## src/hw/rtl/mvlq_pkg.sv

```systemverilog
// shared types and constants for the midi event vlq encoder
`default_nettype none
package mvlq_pkg;

    localparam int unsigned DELTA_W = 28;
    localparam int unsigned GROUP_W = 7;
    localparam logic [7:0] GROUP_MASK = 8'h7F;
    localparam logic [7:0] CONT_FLAG = 8'h80;
    localparam logic [3:0] NIBBLE_MASK = 4'hF;
    localparam logic [2:0] EVENT_BYTES = 3'd3;

    // one classified event: payload plus number of delta groups minus one
    typedef struct packed {
        logic [DELTA_W-1:0] delta;
        logic [7:0]         status;
        logic [6:0]         data_one;
        logic [6:0]         data_two;
        logic [1:0]         groups_m1;
    } entry_t;

endpackage
`default_nettype wire

```

## src/hw/rtl/midi_event_vlq_encoder.sv

```systemverilog
// top level of the midi channel event encoder with variable-length delta
//
// input channel (in_valid/in_ready): one midi channel event per transaction,
// with delta_time, event_type, channel, param_one and param_two.
// output channel (out_valid/out_ready): one encoded byte per transaction,
// delta first as big-endian 7-bit groups, then status and two data bytes;
// is_last marks the final byte of the event.
// each event yields 4 to 7 bytes; the back-end byte sequencer issues one byte
// per cycle while the receiver accepts, and takes the next event from the queue
// as it issues the last byte of the current one.
// the first byte passes through the front register, the two-entry queue, the
// back-end event register and the output register.
// the front end keeps accepting while the queue has room, so up to four
// events, the one being sequenced included, may be held while the receiver
// stalls; a stalled byte holds.
// reset empties the front register, queue and output register.
`default_nettype none
module midi_event_vlq_encoder (
    input  wire logic        clk,
    input  wire logic        rst_n,
    input  wire logic        in_valid,
    output logic             in_ready,
    input  wire logic [27:0] delta_time,
    input  wire logic [3:0]  event_type,
    input  wire logic [3:0]  channel,
    input  wire logic [7:0]  param_one,
    input  wire logic [7:0]  param_two,
    output logic             out_valid,
    input  wire logic        out_ready,
    output logic [7:0]       out_byte,
    output logic             is_last
);

    logic             push_valid;
    logic             push_ready;
    mvlq_pkg::entry_t push_entry;
    logic             pop_valid;
    logic             pop_ready;
    mvlq_pkg::entry_t pop_entry;

    mvlq_front u_front (
        .clk        (clk),
        .rst_n      (rst_n),
        .in_valid   (in_valid),
        .in_ready   (in_ready),
        .delta_time (delta_time),
        .event_type (event_type),
        .channel    (channel),
        .param_one  (param_one),
        .param_two  (param_two),
        .push_valid (push_valid),
        .push_ready (push_ready),
        .push_entry (push_entry)
    );

    mvlq_queue u_queue (
        .clk        (clk),
        .rst_n      (rst_n),
        .push_valid (push_valid),
        .push_ready (push_ready),
        .push_entry (push_entry),
        .pop_valid  (pop_valid),
        .pop_ready  (pop_ready),
        .pop_entry  (pop_entry)
    );

    mvlq_back u_back (
        .clk       (clk),
        .rst_n     (rst_n),
        .pop_valid (pop_valid),
        .pop_ready (pop_ready),
        .pop_entry (pop_entry),
        .out_valid (out_valid),
        .out_ready (out_ready),
        .out_byte  (out_byte),
        .is_last   (is_last)
    );

    // final byte is a data byte, never carries a continuation flag
    assert property (@(posedge clk) disable iff (!rst_n)
        (out_valid && is_last) |-> (out_byte[7] == 1'b0))
        else $error("last byte has bit 7 set");

    // a stalled byte from the sequencer holds its value
    assert property (@(posedge clk) disable iff (!rst_n)
        (out_valid && !out_ready) |=> (out_valid && $stable(out_byte) && $stable(is_last)))
        else $error("output changed while stalled");

    // front end stalls whenever its held event cannot enter the queue
    assert property (@(posedge clk) disable iff (!rst_n)
        (push_valid && !push_ready) |-> !in_ready)
        else $error("front accepted while queue full");

endmodule
`default_nettype wire

```

## src/hw/rtl/mvlq_front.sv

```systemverilog
// front end: accepts events, builds the status byte and sizes the delta
`default_nettype none
module mvlq_front (
    input  wire logic                 clk,
    input  wire logic                 rst_n,
    input  wire logic                 in_valid,
    output logic                      in_ready,
    input  wire logic [27:0]          delta_time,
    input  wire logic [3:0]           event_type,
    input  wire logic [3:0]           channel,
    input  wire logic [7:0]           param_one,
    input  wire logic [7:0]           param_two,
    output logic                      push_valid,
    input  wire logic                 push_ready,
    output mvlq_pkg::entry_t          push_entry
);

    logic             valid_reg;
    logic             valid_next;
    mvlq_pkg::entry_t entry_reg;
    mvlq_pkg::entry_t entry_next;
    logic [1:0]       groups_m1;

    always_comb
    begin
        priority if (delta_time[27:21] != 7'd0)
        begin
            groups_m1 = 2'd3;
        end
        else if (delta_time[20:14] != 7'd0)
        begin
            groups_m1 = 2'd2;
        end
        else if (delta_time[13:7] != 7'd0)
        begin
            groups_m1 = 2'd1;
        end
        else
        begin
            groups_m1 = 2'd0;
        end
    end

    assign in_ready = !valid_reg || push_ready;

    always_comb
    begin
        valid_next = valid_reg;
        entry_next = entry_reg;
        if (valid_reg && push_ready)
        begin
            valid_next = 1'b0;
        end
        if (in_valid && in_ready)
        begin
            valid_next           = 1'b1;
            entry_next.delta     = delta_time;
            entry_next.status    = {event_type & mvlq_pkg::NIBBLE_MASK,
                                    channel & mvlq_pkg::NIBBLE_MASK};
            entry_next.data_one  = param_one[6:0];
            entry_next.data_two  = param_two[6:0];
            entry_next.groups_m1 = groups_m1;
        end
    end

    always_ff @(posedge clk or negedge rst_n)
    begin
        if (!rst_n)
        begin
            valid_reg <= 1'b0;
        end
        else
        begin
            valid_reg <= valid_next;
        end
    end

    always_ff @(posedge clk)
    begin
        entry_reg <= entry_next;
    end

    assign push_valid = valid_reg;
    assign push_entry = entry_reg;

endmodule
`default_nettype wire

```

## src/hw/rtl/mvlq_queue.sv

```systemverilog
// two-entry queue between front and back end
`default_nettype none
module mvlq_queue (
    input  wire logic                 clk,
    input  wire logic                 rst_n,
    input  wire logic                 push_valid,
    output logic                      push_ready,
    input  wire mvlq_pkg::entry_t     push_entry,
    output logic                      pop_valid,
    input  wire logic                 pop_ready,
    output mvlq_pkg::entry_t          pop_entry
);

    mvlq_pkg::entry_t slot_reg [2];
    logic             wr_ptr_reg;
    logic             wr_ptr_next;
    logic             rd_ptr_reg;
    logic             rd_ptr_next;
    logic [1:0]       count_reg;
    logic [1:0]       count_next;
    logic             do_push;
    logic             do_pop;

    assign push_ready = (count_reg != 2'd2);
    assign pop_valid  = (count_reg != 2'd0);
    assign do_push    = push_valid && push_ready;
    assign do_pop     = pop_valid && pop_ready;
    assign pop_entry  = slot_reg[rd_ptr_reg];

    always_comb
    begin
        wr_ptr_next = do_push ? !wr_ptr_reg : wr_ptr_reg;
        rd_ptr_next = do_pop ? !rd_ptr_reg : rd_ptr_reg;
        count_next  = count_reg;
        unique case ({do_push, do_pop})
            2'b10:   count_next = count_reg + 2'd1;
            2'b01:   count_next = count_reg - 2'd1;
            default: count_next = count_reg;
        endcase
    end

    always_ff @(posedge clk or negedge rst_n)
    begin
        if (!rst_n)
        begin
            wr_ptr_reg <= 1'b0;
            rd_ptr_reg <= 1'b0;
            count_reg  <= 2'd0;
        end
        else
        begin
            wr_ptr_reg <= wr_ptr_next;
            rd_ptr_reg <= rd_ptr_next;
            count_reg  <= count_next;
        end
    end

    always_ff @(posedge clk)
    begin
        if (do_push)
        begin
            slot_reg[wr_ptr_reg] <= push_entry;
        end
    end

endmodule
`default_nettype wire

```

## src/hw/rtl/mvlq_back.sv

```systemverilog
// back end: sequences the encoded bytes of one event into the output register
`default_nettype none
module mvlq_back (
    input  wire logic                 clk,
    input  wire logic                 rst_n,
    input  wire logic                 pop_valid,
    output logic                      pop_ready,
    input  wire mvlq_pkg::entry_t     pop_entry,
    output logic                      out_valid,
    input  wire logic                 out_ready,
    output logic [7:0]                out_byte,
    output logic                      is_last
);

    logic             busy_reg;
    logic             busy_next;
    mvlq_pkg::entry_t cur_reg;
    mvlq_pkg::entry_t cur_next;
    logic [2:0]       idx_reg;
    logic [2:0]       idx_next;
    logic             out_valid_reg;
    logic             out_valid_next;
    logic [7:0]       out_byte_reg;
    logic [7:0]       out_byte_next;
    logic             is_last_reg;
    logic             is_last_next;

    logic             advance;
    logic             at_last;
    logic [2:0]       groups;
    logic [1:0]       group_sel;
    logic [6:0]       group_bits;
    logic [7:0]       cur_byte;

    assign groups  = {1'b0, cur_reg.groups_m1} + 3'd1;
    assign at_last = (idx_reg == ({1'b0, cur_reg.groups_m1} + mvlq_pkg::EVENT_BYTES));
    assign advance = busy_reg && (!out_valid_reg || out_ready);
    assign pop_ready = !busy_reg || (advance && at_last);

    // most significant group first
    assign group_sel = cur_reg.groups_m1 - idx_reg[1:0];

    always_comb
    begin
        unique case (group_sel)
            2'd0: group_bits = cur_reg.delta[6:0];
            2'd1: group_bits = cur_reg.delta[13:7];
            2'd2: group_bits = cur_reg.delta[20:14];
            2'd3: group_bits = cur_reg.delta[27:21];
        endcase
    end

    always_comb
    begin
        priority if (idx_reg < groups)
        begin
            cur_byte = ({1'b0, group_bits} & mvlq_pkg::GROUP_MASK)
                     | ((group_sel != 2'd0) ? mvlq_pkg::CONT_FLAG : 8'h00);
        end
        else if (idx_reg == groups)
        begin
            cur_byte = cur_reg.status;
        end
        else if (idx_reg == groups + 3'd1)
        begin
            cur_byte = {1'b0, cur_reg.data_one};
        end
        else
        begin
            cur_byte = {1'b0, cur_reg.data_two};
        end
    end

    always_comb
    begin
        busy_next      = busy_reg;
        cur_next       = cur_reg;
        idx_next       = idx_reg;
        out_valid_next = out_valid_reg;
        out_byte_next  = out_byte_reg;
        is_last_next   = is_last_reg;
        if (out_valid_reg && out_ready)
        begin
            out_valid_next = 1'b0;
        end
        if (advance)
        begin
            out_valid_next = 1'b1;
            out_byte_next  = cur_byte;
            is_last_next   = at_last;
            idx_next       = idx_reg + 3'd1;
            if (at_last)
            begin
                busy_next = 1'b0;
            end
        end
        if (pop_valid && pop_ready)
        begin
            busy_next = 1'b1;
            cur_next  = pop_entry;
            idx_next  = 3'd0;
        end
    end

    always_ff @(posedge clk or negedge rst_n)
    begin
        if (!rst_n)
        begin
            busy_reg      <= 1'b0;
            idx_reg       <= 3'd0;
            out_valid_reg <= 1'b0;
        end
        else
        begin
            busy_reg      <= busy_next;
            idx_reg       <= idx_next;
            out_valid_reg <= out_valid_next;
        end
    end

    always_ff @(posedge clk)
    begin
        cur_reg      <= cur_next;
        out_byte_reg <= out_byte_next;
        is_last_reg  <= is_last_next;
    end

    assign out_valid = out_valid_reg;
    assign out_byte  = out_byte_reg;
    assign is_last   = is_last_reg;

endmodule
`default_nettype wire
```

## config.mk

```make
export PLATFORM = sky130hd
export DESIGN_NAME = midi_event_vlq_encoder
export DESIGN_NICKNAME = d
export VERILOG_FILES = /design/src/hw/rtl/mvlq_pkg.sv /design/src/hw/rtl/midi_event_vlq_encoder.sv /design/src/hw/rtl/mvlq_front.sv /design/src/hw/rtl/mvlq_queue.sv /design/src/hw/rtl/mvlq_back.sv
export SDC_FILE = /design/constraint.sdc
export NUM_CORES = 1
export LEC_CHECK = 0
export BUFFER_PORTS_ARGS = -buffer_cell sky130_fd_sc_hd__buf_4
export CORE_MARGIN = 2
export CORE_UTILIZATION = 30
export CTS_CLUSTER_DIAMETER = 30
export DETAILED_ROUTE_END_ITERATION = 12
export HOLD_SLACK_MARGIN = 0.1
export SLEW_MARGIN = 20
export SYNTH_ARGS = -nofsm -noshare
export SYNTH_HDL_FRONTEND = slang
export SYNTH_SLANG_ARGS = --single-unit
```

## constraint.sdc

```tcl
create_clock -name clk -period 6.7 [get_ports clk]
set_input_delay 1.34 -clock clk [delete_from_list [all_inputs] [get_ports clk]]
set_output_delay 1.34 -clock clk [all_outputs]
set_load 0.01 [all_outputs]
```

==> out/results.tsv <==
stage	metric	value	unit
worst_setup_path	crit_start	u_back.cur_reg[0]	
worst_hold_path	hp-class	register to register	
worst_setup_path	end_kind	register	
global_route	grt_pass1_wl	22400	µm
floorplanning	ios	67	
global_route	antenna_found_initial	0	
detailed_routing	antenna_left	0	
timing	setup_violations	0	
synthesis	ys_types	41	
power_and_ir_drop	power_switching	1390	µW
worst_setup_path	critPathLaunchType	register	
clock_tree	path_clk_slew	50	ps
power_and_ir_drop	switching_share	26.6	%
timing	fmax	335	MHz
clock_tree	cts_setup_buffers	0	
detailed_routing	drt_wl_total	14400	µm
layout	diodes	0	
floorplanning	core	27600	µm²
floorplanning	die_width	171	µm
clock_tree	h-tree-depth	2	
worst_setup_path	path_class	register to register	
worst_setup_path	worstPathRequired	6830	ps
flow_run	maxCapViolCount	0	
synthesis	yosysWarnings	0	
synthesis	synth-main-ff-cell	edfxtp_1	
detailed_routing	via_per_inst	4.31	
global_route	grt_start_max_net_pins	54	
place	numPortBuffers	64	
synthesis	synth_edf_count	217	
worst_setup_path	r2r_start	u_back.cur_reg[0]	
synthesis	synthArstFlopShare	4.41	%
global_route	grt_pass1_vias	4235	
synthesis	syn_area	8350	µm²
detailed_routing	drc	0	
place	hpwl	9060	µm
clock_tree	cts_hold_buf	0	
synthesis	yosys.area.top_type_share	78.0	%
layout	area_delta_synth_final	26.8	%
timing	worst_pin_slew	742	ps
floorplanning	dieArea	29200	µm²
timing	slew_headroom	50.4	%
global_route	overflow	0	
clock_tree	clk_latency	510	ps
synthesis	syn_nets	481	
power_and_ir_drop	pwr-share-seq	43.2	%
synthesis	synth_area_leaders	edfxtp_1, mux2_2, dfrtp_1	
place	gp_congestion	0.742	
synthesis	netlist_instances	416	
place	dpl.cell_count	850	
layout	largest_reg_flops	104	
floorplanning	start_util	30.2	%
power_and_ir_drop	clkPwrFrac	37.0	%
worst_setup_path	cp_data_arrival_time	3110	ps
clock_tree	cts_tree	built	
layout	finalNonFillerCells	919	
worst_setup_path	path_max_fanout	36	
timing	finalClockSkew	23.7	ps
clock_tree	numClockSinks	227	
detailed_routing	drt_first_iter_violations	245	
synthesis	ys_ff_latch	227	
detailed_routing	drt_first_pass_iters	4	
layout	final_nets	578	
detailed_routing	vias	3957	
synthesis	ys_seq_area_share	81.0	%
clock_tree	cts.repair.resized	0	
layout	final_area	10600	µm²
power_and_ir_drop	intPower	3850	µW
timing	hold_violations	0	
global_route	grt_util_all_layers	10.1	%
timing	finalCritPeriodShare	44.5	%
timing	holdWs	443	ps
clock_tree	clk_path_buf_depth	3	
clock_tree	cts_buffers	39	
worst_hold_path	worstHoldStart	u_front.push_entry[25]	
floorplanning	rows	61	
timing	finalMaxSlewViolations	0	
layout	layout-drive-gt1-share	35.5	%
clock_tree	cts_root_buffer	clkbuf_16	
timing	rsz0062_at_grt	false	
synthesis	yosysTopAreaCell	edfxtp_1	
timing	fin_crit	2980	ps
power_and_ir_drop	max-vdd-ir-drop	0.000178	V
power_and_ir_drop	pwr-share-comb	19.8	%
place	placed_cell_area	9280	µm²
power_and_ir_drop	p_leak	0.00371	µW
power_and_ir_drop	p_per_area	495	nW/µm²
detailed_routing	avgRoutedWirePerCell	15.7	µm
synthesis	syn_avg_cell_area	20.1	µm²
status	status	finished clean	
timing	setup_tns	0	ps
floorplanning	die_y	171	µm
worst max-delay path: stages, from the launching register on:
cell and delay (ps):
edfxtp_1 350, inv_1 100, ha_1 630, nand4_1 290, a21oi_4 690, buf_4 540
final cells by class:
cell class / count / area, µm²
inverter: 14 / 52.6
clock buffer: 44 / 1040
tap: 378 / 473
sequential: 227 / 6770
fill: 2523 / 17000
timing repair buffer: 68 / 510
multi-input combinational: 163 / 1480
clock inverter: 25 / 273
power groups by stage:
stage / sequential, µW / combinational, µW / clock [µW]
floorplan: 2200 / 814 / 0
global placement: 2280 / 1030 / 0
detailed placement: 2300 / 1050 / 0
CTS: 2270 / 1060 / 1980
global route: 2300 / 1140 / 2050
finish: 2260 / 1040 / 1940
path summary, 6_finish.rpt:
check / end / slack [ps] / cells after the start
worst min-delay path: u_queue.slot_reg[0][25] / 440 / 0
min in group asynchronous: u_back.busy_reg / 670 / 1
worst min register to register: u_queue.slot_reg[0][25] / 440 / 0
worst max register to register: u_back.cur_reg[1] / 3720 / 5
worst max-delay path: u_back.cur_reg[1] / 3720 / 5
max in group asynchronous: u_queue.rd_ptr_reg / 5860 / 1
per-stage QoR:
stage | worst slack, ps | total power (µW) | util, %
2_1_floorplan | 1310 | 3020 | -
3_3_place_gp | 3310 | 3310 | 33.6
3_5_place_dp | 3220 | 3350 | 33.6
4_1_cts | 3690 | 5310 | 38.3
5_1_grt | 3500 | 5490 | 38.3
6_report | 3720 | 5240 | 38.3
Yosys cell counts (5+ instances only):
master and n:
edfxtp_1 217, mux2_2 58, inv_1 14, dfrtp_1 10, nand3_1 10, ha_1 9
a21oi_1 8, o22ai_1 8, nor2_1 7, mux2i_1 6, nand2_1 6, o221ai_1 6
o41ai_1 6, xnor2_1 5, xor2_1 5
placed cells by master, fill, tap and decap left out, types with 2 or more instances in the layout:
cell and count:
nand3_1 10, dfrtp_1 9, o221ai_1 6, buf_4 68, nor4_1 4, mux2_2 58, xnor2_1 5, clkinvlp_4 3
ha_1 9, or4_1 2, edfxtp_1 217, clkbuf_16 41, a21oi_1 7, clkbuf_1 3, clkinv_4 2, o41ai_1 6
mux2i_1 6, bufinv_16 5, inv_1 14, clkinv_1 8, nand3b_1 2, nand2_1 6, nand2b_1 4, inv_6 3
xor2_1 5, nor2_1 6, clkinv_2 3, nor2b_1 2, o22ai_1 8
per-layer routing:
| metal | vias up | track usage, % | share of wire [%] |
|---|---|---|---|
| li1 | 1854 | - | - |
| met1 | 1953 | 12.5 | 44 |
| met2 | 110 | 16.3 | 47 |
| met3 | 40 | 2.80 | 5.2 |
| met4 | 0 | 4.64 | 3.4 |
| met5 | - | 0 | 0 |
logic make-up (layout without fill, tap and decap cells):
group                      after synthesis  in the layout  synth area share (%)
xor gates and xnor gates                12             12                  1.62
DFF                                    227            227                  81.0
adders and majority gates                9              9                  1.35
and+or+nand+nor                         43             43                  2.73
buffers and inverters                   26            151                  1.59
muxes                                   65             65                  8.81
AOI/OAI and AO/OA                       34             34                  2.92
Power figures use the tool's default switching activity.
